===== config.mk =====
export PLATFORM = sky130hd
export DESIGN_NAME = gn3_front
export DESIGN_NICKNAME = d
export VERILOG_FILES = /design/src/rtl/gn3_pkg.sv /design/src/rtl/gn3_front.sv
export SDC_FILE = /design/constraint.sdc
export NUM_CORES = 1
export LEC_CHECK = 0
export ABC_AREA = 0
export BUFFER_PORTS_ARGS = -buffer_cell sky130_fd_sc_hd__buf_4
export CORE_AREA = 2 2 136 138
export DETAILED_ROUTE_END_ITERATION = 8
export DIE_AREA = 0 0 138 140
export PLACE_DENSITY = 0.71
export SLEW_MARGIN = 20
export SYNTH_ARGS = -nofsm -noshare
export SYNTH_HDL_FRONTEND = slang
export SYNTH_SLANG_ARGS = --single-unit

===== constraint.sdc =====
create_clock -name clk_i -period 6.5 [get_ports clk_i]
set_input_delay 0.65 -clock clk_i [delete_from_list [all_inputs] [get_ports clk_i]]
set_output_delay 0.65 -clock clk_i [all_outputs]
set_load 0.005 [all_outputs]

===== src/rtl/gn3_pkg.sv =====
// Shared constants, types and helpers for the 3D gradient noise pipeline.
`timescale 1ns / 1ps
package gn3_pkg;

  localparam int TABLE_SIZE = 256;
  localparam int IDX_W      = $clog2(TABLE_SIZE);
  localparam int PERM_W     = 8;
  localparam int POS_W      = 32;
  localparam int POS_FRAC   = 16;
  localparam int GRAD_W     = 16;
  localparam int GRAD_FRAC  = 14;
  localparam int OUT_FRAC   = 14;
  localparam int OUT_W      = 17;
  localparam int MAX_OCT    = 8;
  localparam int OCT_W      = (MAX_OCT > 1) ? $clog2(MAX_OCT) : 1;
  localparam int CNT_W      = 4;
  localparam int NCORNER    = 8;
  localparam int GCOPIES    = NCORNER / 2;

  // Datapath widths.
  localparam int W_W         = POS_FRAC + 1;            // smoothed weight, up to one
  localparam int WXY_W       = POS_FRAC + 2;            // weight products
  localparam int OFF_W       = POS_FRAC + 1;            // signed corner offset
  localparam int DOTF_W      = GRAD_W + OFF_W + 2;      // full dot product
  localparam int DOT_W       = DOTF_W - POS_FRAC;       // floored dot product
  localparam int PROD_W      = DOT_W + WXY_W + 1;
  localparam int PSUM_W      = PROD_W + 1;
  localparam int SUM_W       = PSUM_W + 2;
  localparam int BLEND_SHIFT = GRAD_FRAC + POS_FRAC - OUT_FRAC;
  localparam int NOISE_W     = SUM_W - BLEND_SHIFT;
  localparam int ACC_W       = NOISE_W + MAX_OCT + OCT_W;

  typedef enum logic [1:0] {
    OP_PERM = 2'd0,
    OP_GRAD = 2'd1,
    OP_EVAL = 2'd2,
    OP_NONE = 2'd3
  } op_e;

  localparam logic [1:0] AXIS_X = 2'd0;
  localparam logic [1:0] AXIS_Y = 2'd1;
  localparam logic [1:0] AXIS_Z = 2'd2;

  localparam logic [1:0] REG_NOISE_MODE   = 2'd0;
  localparam logic [1:0] REG_OCTAVE_COUNT = 2'd1;

  typedef struct packed {
    logic             valid;
    op_e              op;
    logic             turb;
    logic             zero;
    logic             first;
    logic             last;
    logic [OCT_W-1:0] oct;
  } meta_t;

  function automatic logic [OUT_W-1:0] sat_out(input logic signed [ACC_W-1:0] v);
    logic signed [ACC_W-1:0] hi;
    logic signed [ACC_W-1:0] lo;
    hi = $signed((ACC_W)'((1 << (OUT_W - 1)) - 1));
    lo = ~hi;
    if (v > hi) begin
      sat_out = {1'b0, {(OUT_W - 1){1'b1}}};
    end else if (v < lo) begin
      sat_out = {1'b1, {(OUT_W - 1){1'b0}}};
    end else begin
      sat_out = v[OUT_W-1:0];
    end
  endfunction

endpackage


===== src/rtl/gn3_front.sv =====
// Input stage: takes beats and issues one pipeline slot per beat, or one per octave for turbulence.
`timescale 1ns / 1ps
module gn3_front (
  input  logic                                       clk_i,
  input  logic                                       rst_ni,
  input  logic                                       adv_i,
  input  logic                                       in_valid_i,
  output logic                                       in_ready_o,
  input  logic [1:0]                                 op_i,
  input  logic [1:0]                                 axis_i,
  input  logic [7:0]                                 table_index_i,
  input  logic [7:0]                                 perm_value_i,
  input  logic [2:0][gn3_pkg::GRAD_W-1:0]            grad_i,
  input  logic [2:0][gn3_pkg::POS_W-1:0]             pos_i,
  input  logic                                       noise_mode_i,
  input  logic [gn3_pkg::CNT_W-1:0]                  octave_count_i,
  output gn3_pkg::meta_t                             meta_o,
  output logic [2:0][gn3_pkg::POS_W-1:0]             pos_o,
  output logic [1:0]                                 axis_o,
  output logic [gn3_pkg::IDX_W-1:0]                  index_o,
  output logic [gn3_pkg::PERM_W-1:0]                 perm_o,
  output logic [3*gn3_pkg::GRAD_W-1:0]               grad_o
);

  logic                                f_valid_q;
  gn3_pkg::op_e                        f_op_q;
  logic                                f_turb_q;
  logic                                f_zero_q;
  logic [gn3_pkg::OCT_W-1:0]           f_oct_q;
  logic [gn3_pkg::OCT_W-1:0]           f_nlast_q;
  logic [1:0]                          f_axis_q;
  logic [gn3_pkg::IDX_W-1:0]           f_idx_q;
  logic [gn3_pkg::PERM_W-1:0]          f_perm_q;
  logic [3*gn3_pkg::GRAD_W-1:0]        f_grad_q;
  logic [2:0][gn3_pkg::POS_W-1:0]      f_pos_q;
  logic                                f_last;
  logic                                take;
  logic [gn3_pkg::CNT_W-1:0]           oct_sat;
  logic [gn3_pkg::OCT_W-1:0]           nlast_new;

  assign f_last = (f_op_q != gn3_pkg::OP_EVAL) || f_zero_q || (f_oct_q == f_nlast_q);
  assign in_ready_o = adv_i && (!f_valid_q || f_last);
  assign take = in_valid_i && in_ready_o;

  assign oct_sat = (octave_count_i > (gn3_pkg::CNT_W)'(gn3_pkg::MAX_OCT)) ?
                   (gn3_pkg::CNT_W)'(gn3_pkg::MAX_OCT) : octave_count_i;
  assign nlast_new = noise_mode_i ? (gn3_pkg::OCT_W)'(oct_sat - 1'b1) : '0;

  always_ff @(posedge clk_i or negedge rst_ni) begin
    if (!rst_ni) begin
      f_valid_q <= 1'b0;
      f_op_q    <= gn3_pkg::OP_NONE;
      f_turb_q  <= 1'b0;
      f_zero_q  <= 1'b0;
      f_oct_q   <= '0;
      f_nlast_q <= '0;
    end else if (adv_i) begin
      if (f_valid_q && !f_last) begin
        // advance to the next octave of the same item
        f_oct_q <= f_oct_q + 1'b1;
      end else begin
        f_valid_q <= in_valid_i;
        f_op_q    <= gn3_pkg::op_e'(op_i);
        f_turb_q  <= noise_mode_i;
        f_zero_q  <= noise_mode_i && (octave_count_i == '0);
        f_oct_q   <= '0;
        f_nlast_q <= nlast_new;
      end
    end
  end

  always_ff @(posedge clk_i) begin
    if (adv_i) begin
      if (f_valid_q && !f_last) begin
        for (int a = 0; a < 3; a++) begin
          f_pos_q[a] <= {f_pos_q[a][gn3_pkg::POS_W-2:0], 1'b0};
        end
      end else if (take) begin
        f_axis_q <= axis_i;
        f_idx_q  <= (gn3_pkg::IDX_W)'(table_index_i);
        f_perm_q <= perm_value_i;
        f_grad_q <= {grad_i[2], grad_i[1], grad_i[0]};
        f_pos_q  <= pos_i;
      end
    end
  end

  always_comb begin
    meta_o.valid = f_valid_q;
    meta_o.op    = f_valid_q ? f_op_q : gn3_pkg::OP_NONE;
    meta_o.turb  = f_turb_q;
    meta_o.zero  = f_zero_q;
    meta_o.first = (f_oct_q == '0);
    meta_o.last  = f_last;
    meta_o.oct   = f_oct_q;
  end

  assign pos_o   = f_pos_q;
  assign axis_o  = f_axis_q;
  assign index_o = f_idx_q;
  assign perm_o  = f_perm_q;
  assign grad_o  = f_grad_q;

endmodule


==> results.py, run 1 <==
metrics = {
    "floorplan": {
        "die_width_um": 138,
        "core_region_area_um2": 17800,
        "die_span_y_um": 140,
        "initial_core_util_pct": 38.0,
        "dieArea_um2": 19300,
        "core.rowCount": 49,
        "pin_count": 346,
    },
    "cts": {
        "clock_latency_ps": 420,
        "cts_hold_buf": 0,
        "cts_setup_buffers": 0,
        "clock_transition_at_the_registers_of_the_reported_paths_ps": 70,
        "cts_h_tree_depth": 4,
        "clock_tree_from_tritoncts": "done",
        "clkSinkCount": 173,
        "post_cts_resized": 0,
        "cts_buffer_depth": 2,
        "clk_root_buffer_cell": "clkbuf_16",
        "cts_made_buffers": 17,
    },
    "power": {
        "irDropWorstVdd_v": 0.000174,
        "p_switching_w": 0.000809,
        "combPwrFrac_pct": 21.9,
        "cellLeakagePower_nw": 4.20,
        "cellPowerDensity_nw_per_um2": 317,
        "power_switching_share_pct": 25.2,
        "clock_power_share_pct": 31.3,
        "seq_power_share_pct": 46.8,
        "cell_internal_pwr_w": 0.00241,
    },
    "global_routing": {
        "grt_use_met2_pct": 29.4,
        "global_route.peak_usage_layer": "met2",
        "met1_usage_pct": 19.6,
        "grt.overflow.total": 0,
        "grt_antenna_before_repair": 0,
        "groute.layer.met3.usage_pct": 6.60,
        "grtUsageTotal_pct": 17.2,
        "vias_in_the_first_global_route": 4673,
        "largest_net_degree_at_the_start_of_global_routing": 73,
        "grt_first_pass_wirelength_um": 25600,
    },
    "yosys": {
        "dominant_combinational_cell_family_by_area_after_synthesis": "multiplexers",
        "synth_fp_nets": 518,
        "ys_async_sr_fraction_pct": 6.36,
        "synth_compound_gate_area_share_pct": 1.17,
        "xor_xnor_portion_of_the_synthesized_cell_area_pct": 0.648,
        "post_synth_and_or_nand_nor_area_fraction_pct": 2.61,
        "syn-mean-instance-area_um2": 19.8,
        "postSynthCellCount": 342,
        "synth.ff_latch_count": 173,
        "post_syn_area_um2": 6760,
        "adder_and_majority_gate_portion_of_the_synthesized_area_pct": 0.556,
        "synth_cell_types": 32,
        "synth-main-ff-cell": "edfxtp_1",
        "portion_of_netlist_area_occupied_by_mux_cells_pct": 16.8,
        "synth.yosys.warnings": 0,
        "sequential_to_total_area_share_from_yosys_stat_pct": 76.1,
        "synth_edf_count": 162,
    },
    "sta": {
        "final_min_period_over_clock_period_pct": 50.4,
        "timing_hold_violations_final": 0,
        "fin_hold_ws_ps": 51.9,
        "maxSlewViolCount": 0,
        "slew_headroom_pct": 38.5,
        "timing.final.crit_period_ps": 3280,
        "unrepaired_setup_endpoints_after_global_routing": "false",
        "clock.fmax_mhz": 305,
        "worst_clock_skew_ps": 7.99,
        "postLayoutSetupSlackWorst_ps": 3220,
        "final_number_of_setup_violating_endpoints": 0,
        "finalSetupTns_ps": 0,
        "tightest_slew_ps": 922,
    },
    "route": {
        "wl_per_cell_um": 18.1,
        "drt-initial-drc-count": 197,
        "vias": 4398,
        "postRouteAntennaNets": 0,
        "routed_via_density": 4.70,
        "routed_wirelength_um": 16900,
        "drtPass1Iterations": 4,
        "route.detailed.drc": 0,
    },
    "place": {
        "post-dp-hpwl_um": 12900,
        "place_congestion": 0.834,
        "count_of_buffers_inserted_at_the_top_level_ports": 345,
        "placedInstanceArea_um2": 9550,
        "dp_worst_setup_slack_ps": 3170,
    },
    "finish": {
        "finish.instance_area_um2": 10100,
        "multi_input_area_um2": 1490,
        "fillers": 1431,
        "layout-drive-gt1-share_pct": 68.3,
        "seqCellArea_um2": 5140,
        "synthToLayoutAreaGrowth_pct": 50.1,
        "finish.net_count": 870,
        "num_antenna_cells": 0,
    },
    "worst_setup_path": {
        "worstSetupPathType": "flop to flop",
        "worst_path_largest_cell_delay_ps": 860,
        "r2r_setup_slack_ps": 3220,
        "crit_path_max_fanout": 70,
        "worst_path_cell_trace": "nor3b_2, nand3_4, a21oi_4, buf_4",
        "critical_path.endpoint_type": "flop",
        "timing.rr.end": "pos_o[79]",
        "crit_arrival_ps": 3320,
        "crit_slowest_cell": "a21oi_4",
        "worst_ep_required_time_ps": 6550,
        "worst_r2r_path_depth": 4,
        "startpoint_types": "flop",
        "rr_startpoint": "f_op_q[1]",
    },
    "status": {
        "status": "finished, final reports clean",
    },
    "hold_path": {
        "worst_hold_path_type": "input pin to asynchronous set/reset pin",
    },
    "job": {
        "max_cap_violations": 0,
    },
}
-- power groups by stage --
stage / clock [W] / sequential (W) / combinational [W]
5_1_grt: 0.00108 / 0.00152 / 0.000760
3_3_place_gp: 0 / 0.00153 / 0.000696
3_5_place_dp: 0 / 0.00153 / 0.000717
2_1_floorplan: 0 / 0.00154 / 0.000357
6_report: 0.00101 / 0.00151 / 0.000705
4_1_cts: 0.00104 / 0.00151 / 0.000718
-- cells in the final DEF, fill, tap and decap left out, types with 2 or more instances in the layout --
cell type   netlist  final
o22ai_1           2      2
ha_1              3      3
clkinvlp_4        0      2
mux2i_1           3      3
and2_1            5      4
edfxtp_1        162    162
a21oi_1           4      3
clkbuf_16         0     17
nand2_1           9      9
buf_4            12    348
dfrtp_1           9      9
bufinv_16         0      2
nor2b_1           2      2
xnor2_1           4      4
mux2_2           93     93
nand2b_1          5      5
inv_6             0      4
dfstp_2           2      2
inv_1             6      6
clkinv_4          0      5
mux2_4            4      4
-- sequential cells by signal, indices dropped and copies added, names as in the netlist --
| register | cells |
|---|---|
| f_turb_q | 1 |
| f_oct_q | 3 |
| f_valid_q | 1 |
| perm_o | 8 |
| f_zero_q | 1 |
| index_o | 8 |
| f_op_q | 2 |
| grad_o | 48 |
| pos_o | 96 |
| f_nlast_q | 3 |
| axis_o | 2 |
-- per-stage QoR --
stage                     util, %  total power, W  std cells
after global routing         57.0         0.00337        936
after CTS                    57.0         0.00326        936
after detailed placement     53.7         0.00225        904
after global placement       53.7         0.00222        904
final                        57.0         0.00322        936
after floorplan                 -         0.00190        342
-- kinds of logic after synthesis --
logic type               after synthesis
adder cells (fa/ha/maj)                3
buffers and inverters                 21
AND/OR/NAND/NOR                       28
XOR/XNOR                               5
flip-flops                           173
multiplexers                         100
AO/OA/AOI/OAI                         12
-- cell type report --
type / count / share of cell area (%)
multi-input cells: 148 / 14.7
inverters: 6 / 0.222
repair buffers: 348 / 25.8
clock buffers: 18 / 4.23
flip-flops and latches: 173 / 50.7
clock inverters: 14 / 1.56
well taps: 229 / 2.83
-- routing by layer --
metal / up-vias / part of all wire, %
met3: 24 / 9.3
met4: 0 / 2.1
met5: - / 0
met2: 250 / 51
li1: 2033 / -
met1: 2091 / 37
-- synth_stat cells, types with 2 or more instances --
cell type | instances | area [um2]
mux2i_1 | 3 | 30.0
ha_1 | 3 | 37.5
mux2_4 | 4 | 60.1
nand2b_1 | 5 | 31.3
nor2b_1 | 2 | 12.5
inv_1 | 6 | 22.5
edfxtp_1 | 162 | 4860
mux2_2 | 93 | 1050
o22ai_1 | 2 | 12.5
xnor2_1 | 4 | 35.0
a21oi_1 | 4 | 20.0
dfstp_2 | 2 | 52.6
dfrtp_1 | 9 | 225
buf_6 | 2 | 22.5
buf_4 | 12 | 90.1
and2_1 | 5 | 31.3
nand2_1 | 9 | 33.8
-- critical path: cells and delay by family, from the launching register on --
family          cells  cell delay [ps]
flops               1              540
buf+inv             1              820
simple gates        2              630
compound gates      1              860
-- how the worst max path moves through the flow --
stage | end | slack (ps) | cells past startpoint | start
final | pos_o[79] | 3220 | 4 | f_op_q[1]
after global routing | pos_o[24] | 2990 | 4 | f_op_q[1]
after CTS | pos_o[88] | 3180 | 4 | f_op_q[1]
after detailed placement | pos_o[90] | 3170 | 4 | f_op_q[1]
after global placement | pos_o[74] | 3240 | 4 | f_op_q[1]
after floorplan | pos_o[0] | 40 | 5 | f_op_q[1]
(Power assumes the default switching activity.)
==> run 2: changes to the inputs <==
CORE_AREA = 2 2 133 135   (was 2 2 136 138)
DIE_AREA = 0 0 135 137   (was 0 0 138 140)
clock period = 3.3 ns   (was 6.5 ns; I/O delays follow)
==> run 2 against run 1 <==
Net effect:
- combinational power up 100%
- critical path depth up 1
- register-to-register slack worse by 2400 ps
- largest cell class unchanged
==> results.py, run 2 (synthesized netlist as in run 1, its figures left out) <==
metrics = {
    "status": {
        "status": "finished, final reports clean",
    },
    "power": {
        "cell_internal_pwr_w": 0.00476,
        "combPwrFrac_pct": 22.2,
        "clock_power_share_pct": 31.3,
        "power_switching_share_pct": 25.4,
        "p_switching_w": 0.00162,
        "cellPowerDensity_nw_per_um2": 627,
        "seq_power_share_pct": 46.5,
        "irDropWorstVdd_v": 0.000373,
        "cellLeakagePower_nw": 4.23,
    },
    "worst_setup_path": {
        "crit_path_max_fanout": 49,
        "startpoint_types": "flop",
        "crit_slowest_cell": "and2_2",
        "worst_path_cell_trace": "xnor2_1, nand2_1, o21ai_2, and2_2, buf_12",
        "critical_path.endpoint_type": "flop",
        "worst_path_largest_cell_delay_ps": 510,
        "worstSetupPathType": "flop to flop",
        "cp.buffers_inverters": 1,
        "worst_path_dominant_cell_family": "simple AND/OR/NAND/NOR gates",
        "crit_arrival_ps": 2610,
        "worst_ep_required_time_ps": 3400,
    },
    "cts": {
        "cts_made_buffers": 17,
        "clock_transition_at_the_registers_of_the_reported_paths_ps": 70,
        "clock_tree_from_tritoncts": "done",
        "cts_buffer_depth": 2,
        "clk_root_buffer_cell": "clkbuf_16",
        "clock_latency_ps": 420,
        "cts_h_tree_depth": 4,
        "clkSinkCount": 173,
    },
    "finish": {
        "layout-drive-gt1-share_pct": 68.4,
        "finish.instance_area_um2": 10200,
        "synthToLayoutAreaGrowth_pct": 50.8,
        "core_utilization_of_the_finished_layout_pct": 59.7,
        "mostFrequentLayoutCell": "buf_4",
        "number_of_flip_flops_under_the_largest_register_name": 96,
        "final_cells": 933,
        "most-common-layout-cells": "346 x buf_4, 162 x edfxtp_1, 93 x mux2_2, 17 x clkbuf_16",
        "finish.net_count": 872,
        "num_antenna_cells": 0,
        "fillers": 1380,
    },
    "floorplan": {
        "die_span_y_um": 137,
        "dieArea_um2": 18500,
        "pin_count": 346,
        "die_width_um": 135,
        "initial_core_util_pct": 39.6,
        "core.rowCount": 48,
        "core_region_area_um2": 17100,
    },
    "sta": {
        "worst_clock_skew_ps": 9.39,
        "final_number_of_setup_violating_endpoints": 0,
        "finalSetupTns_ps": 0,
        "unrepaired_setup_endpoints_after_global_routing": "false",
        "slew_headroom_pct": 66.7,
        "maxSlewViolCount": 0,
        "tightest_slew_ps": 500,
        "clock.fmax_mhz": 399,
        "timing.final.crit_period_ps": 2510,
        "final_min_period_over_clock_period_pct": 75.9,
        "timing_hold_violations_final": 0,
    },
    "route": {
        "wl_per_cell_um": 19.5,
        "postRouteAntennaNets": 0,
        "routed_wirelength_um": 18200,
        "drt-initial-drc-count": 201,
        "routed_via_density": 4.72,
        "drtPass1Iterations": 4,
        "route.detailed.drc": 0,
        "vias": 4406,
    },
    "place": {
        "placedCellCount": 901,
        "place_congestion": 0.875,
        "post-dp-hpwl_um": 13700,
        "placedInstanceArea_um2": 9590,
        "count_of_buffers_inserted_at_the_top_level_ports": 345,
    },
    "global_routing": {
        "grtUsageTotal_pct": 19.2,
        "grt_antenna_before_repair": 0,
        "vias_in_the_first_global_route": 4529,
        "largest_net_degree_at_the_start_of_global_routing": 71,
        "grt.overflow.total": 0,
        "grt_first_pass_wirelength_um": 26100,
    },
    "job": {
        "max_cap_violations": 0,
    },
    "hold_path": {
        "worst_hold_path_type": "input pin to flop",
    },
}
[run 2: layout make-up]
class                      count  area [um2]  share of cell area, %
multi-input combinational    148        1490                   14.6
sequential                   173        5140                   50.5
clock buffer                  17         425                   4.18
inverter                       6        22.5                  0.221
clock inverter                14         160                   1.57
timing repair buffer         350        2670                   26.2
tap                          225         282                   2.76
[run 2: final timing paths]
kind | start | cells past startpoint | end | slack, ps
worst max-delay path | f_oct_q[1] | 5 | axis_o[1] | 790
worst min-delay path | grad_i[30] | 1 | grad_o[30] | 80
worst max register to register | f_oct_q[1] | 5 | axis_o[1] | 790
worst min register to register | f_turb_q | 1 | f_turb_q | 530
max in group asynchronous | rst_ni | 2 | f_op_q[0] | 2790
min in group asynchronous | rst_ni | 2 | f_nlast_q[1] | 280
[run 2: metal layers]
layer  share of wire [%]  vias up  GRT usage (%)
li1                    -     2034              -
met1                  39     2162           23.3
met3                 7.0       30           5.33
met4                 2.6        0           9.03
met5                   0        -              0
met2                  52      180           31.8
[run 2: through the flow]
step           setup WS [ps]  hold WS, ps  total power [W]
6_report                 794         77.9          0.00638
4_1_cts                  801         59.3          0.00645
5_1_grt                  676         54.9          0.00665
3_3_place_gp             929          171          0.00440
3_5_place_dp             816          174          0.00445
2_1_floorplan           59.7         34.4          0.00372
[run 2: power by group through the flow]
stage          Sequential [W]  Clock, W  Combinational (W)
6_report              0.00297   0.00200            0.00142
5_1_grt               0.00300   0.00212            0.00153
4_1_cts               0.00297   0.00204            0.00144
3_5_place_dp          0.00301         0            0.00144
3_3_place_gp          0.00301         0            0.00139
2_1_floorplan         0.00302         0           0.000708
[run 2: worst register-to-register path, cell delays in order, from the launching register on]
cell and delay [ps]:
dfrtp_1 420, xnor2_1 340, nand2_1 170, o21ai_2 400
and2_2 510, buf_12 320
[run 2: what timing repair did]
item / in CTS / in global routing
hold buffers: 1 / 0
hold endpoints to repair: 11 / 0
gates resized for setup: 0 / 0
endpoints found under the setup margin: 0 / 0
buffers inserted: 0 / 0
==> run 3: changes to the inputs <==
CORE_AREA = 2 2 136 138   (was 2 2 133 135)
DIE_AREA = 0 0 138 140   (was 0 0 135 137)
clock period = 2.1 ns   (was 3.3 ns; I/O delays follow)
==> run 3 against run 2 <==
Net effect:
- first-iteration DRC count shrank 3.5%
- total power grew 70%
- critical endpoint is now in_ready_o
- via count grew 9.1%
- hold slack lost 45 ps
- final cell count grew 9.0%
- combinational power grew 77%
==> results.py, run 3 (synthesized netlist as in run 1, its figures left out) <==
metrics = {
    "route": {
        "route.detailed.drc": 0,
        "wl_per_cell_um": 19.2,
        "vias": 4808,
        "routed_wirelength_um": 19500,
        "drtPass1Iterations": 4,
        "routed_via_density": 4.73,
        "postRouteAntennaNets": 0,
        "drt-initial-drc-count": 194,
    },
    "place": {
        "placedCellCount": 917,
        "post-dp-hpwl_um": 14000,
        "dp_worst_setup_slack_ps": 80.2,
        "place_congestion": 0.822,
        "count_of_buffers_inserted_at_the_top_level_ports": 345,
        "placedInstanceArea_um2": 9760,
    },
    "worst_setup_path": {
        "critPathLaunch": "f_zero_q",
        "timing.critical_path.mode_cell": "buf_4",
        "worst_ep_required_time_ps": 1890,
        "critical_path.endpoint_type": "output port",
        "crit_arrival_ps": 1790,
        "worst_path_dominant_cell_family": "simple AND/OR/NAND/NOR gates",
        "worst_path_largest_cell_delay_ps": 450,
        "rr_startpoint": "f_op_q[1]",
        "crit_path_max_fanout": 7,
        "worstSetupPathType": "flop to output port",
        "cp.buffers_inverters": 2,
        "startpoint_types": "flop",
        "worst_path_cell_trace": "nand4bb_2, nand2_1, o21ai_4, buf_4, buf_4",
        "crit_slowest_cell": "dfrtp_1",
    },
    "sta": {
        "postLayoutSetupSlackWorst_ps": 97.2,
        "maxSlewViolCount": 0,
        "worst_clock_skew_ps": 8.87,
        "unrepaired_setup_endpoints_after_global_routing": "false",
        "final_min_period_over_clock_period_pct": 95.4,
        "tightest_slew_ps": 255,
        "final_number_of_setup_violating_endpoints": 0,
        "timing.final.crit_period_ps": 2000,
        "timing_hold_violations_final": 0,
        "finalSetupTns_ps": 0,
        "slew_headroom_pct": 83.0,
        "clock.fmax_mhz": 499,
    },
    "finish": {
        "layout-drive-gt1-share_pct": 63.7,
        "number_of_flip_flops_under_the_largest_register_name": 96,
        "finish.net_count": 951,
        "mostFrequentLayoutCell": "buf_4",
        "core_utilization_of_the_finished_layout_pct": 62.7,
        "num_antenna_cells": 0,
        "finish.instance_area_um2": 11100,
        "most-common-layout-cells": "354 x buf_4, 162 x edfxtp_1, 93 x mux2_2, 68 x dlygate4sd3_1, 17 x clkbuf_16",
        "synthToLayoutAreaGrowth_pct": 64.9,
        "final_cells": 1017,
    },
    "global_routing": {
        "grt_first_pass_wirelength_um": 29500,
        "grtUsageTotal_pct": 19.9,
        "vias_in_the_first_global_route": 5327,
        "largest_net_degree_at_the_start_of_global_routing": 47,
        "grt.overflow.total": 0,
        "grt_antenna_before_repair": 0,
    },
    "cts": {
        "cts_made_buffers": 17,
        "cts_buffer_depth": 2,
        "clk_root_buffer_cell": "clkbuf_16",
        "clock_latency_ps": 430,
        "clock_tree_from_tritoncts": "done",
        "clock_transition_at_the_registers_of_the_reported_paths_ps": 60,
        "cts_h_tree_depth": 4,
        "clkSinkCount": 173,
        "cts_setup_buffers": 0,
    },
    "job": {
        "max_cap_violations": 0,
    },
    "power": {
        "combPwrFrac_pct": 23.1,
        "power_switching_share_pct": 24.6,
        "cellLeakagePower_nw": 4.65,
        "cellPowerDensity_nw_per_um2": 973,
        "seq_power_share_pct": 43.2,
        "clock_power_share_pct": 33.7,
        "p_switching_w": 0.00267,
        "cell_internal_pwr_w": 0.00818,
        "irDropWorstVdd_v": 0.000616,
    },
    "floorplan": {
        "core_region_area_um2": 17800,
        "dieArea_um2": 19300,
        "initial_core_util_pct": 38.0,
        "die_width_um": 138,
        "die_span_y_um": 140,
        "pin_count": 346,
        "core.rowCount": 49,
    },
    "status": {
        "status": "finished, final reports clean",
    },
    "hold_path": {
        "worstHoldStart": "op_i[1]",
        "worst_hold_path_type": "input pin to flop",
    },
}
run 3: routing by layer:
metal | global-route usage, % | wire length, um
met1 | 22.5 | 7340
met2 | 35.5 | 10300
met3 | 7.01 | 1580
met4 | 5.96 | 316
met5 | 0 | 0
run 3: worst paths after layout:
check,cells past startpoint,slack [ps],end
max,5,100,in_ready_o
min,2,30,f_op_q[1]
max reg2reg,5,140,pos_o[6]
min reg2reg,1,520,f_turb_q
min in group asynchronous,2,160,f_nlast_q[1]
max in group asynchronous,2,1720,f_op_q[1]
run 3: area by class of cell:
cell class	instances	area, um2
Clock buffer	18	429
Clock inverter	14	253
Fill cell	1295	6640
Inverter	6	22.5
Multi-Input combinational cell	148	1530
Sequential cell	173	5140
Tap cell	229	287
Timing Repair Buffer	429	3480
run 3: power groups by stage:
stage	sequential [W]	combinational [W]	clock, W
after floorplan	0.00473	0.00114	0
final	0.00468	0.00251	0.00365
after global routing	0.00474	0.00269	0.00386
after detailed placement	0.00474	0.00241	0
after CTS	0.00467	0.00252	0.00371
after global placement	0.00473	0.00233	0
run 3: worst reg2reg max path, delay by kind of cell, from the launching register on:
kind | cells | cell delay, ps
flops | 1 | 560
simple gates | 2 | 440
buf+inv | 2 | 430
compound gates | 1 | 230
run 3: what timing repair did:
| action | CTS | global route |
|---|---|---|
| gates resized for setup | 0 | 4 |
| setup endpoints to repair | 0 | 47 |
| hold buffers | 68 | 0 |
| hold endpoints to repair | 78 | 0 |
run 3: per-stage QoR:
step | hold slack, ps | power [W]
6_report | 33.3 | 0.0108
5_1_grt | 25.0 | 0.0113
4_1_cts | 12.9 | 0.0109
3_5_place_dp | 50.7 | 0.00715
3_3_place_gp | 53.3 | 0.00706
2_1_floorplan | -85.6 | 0.00588
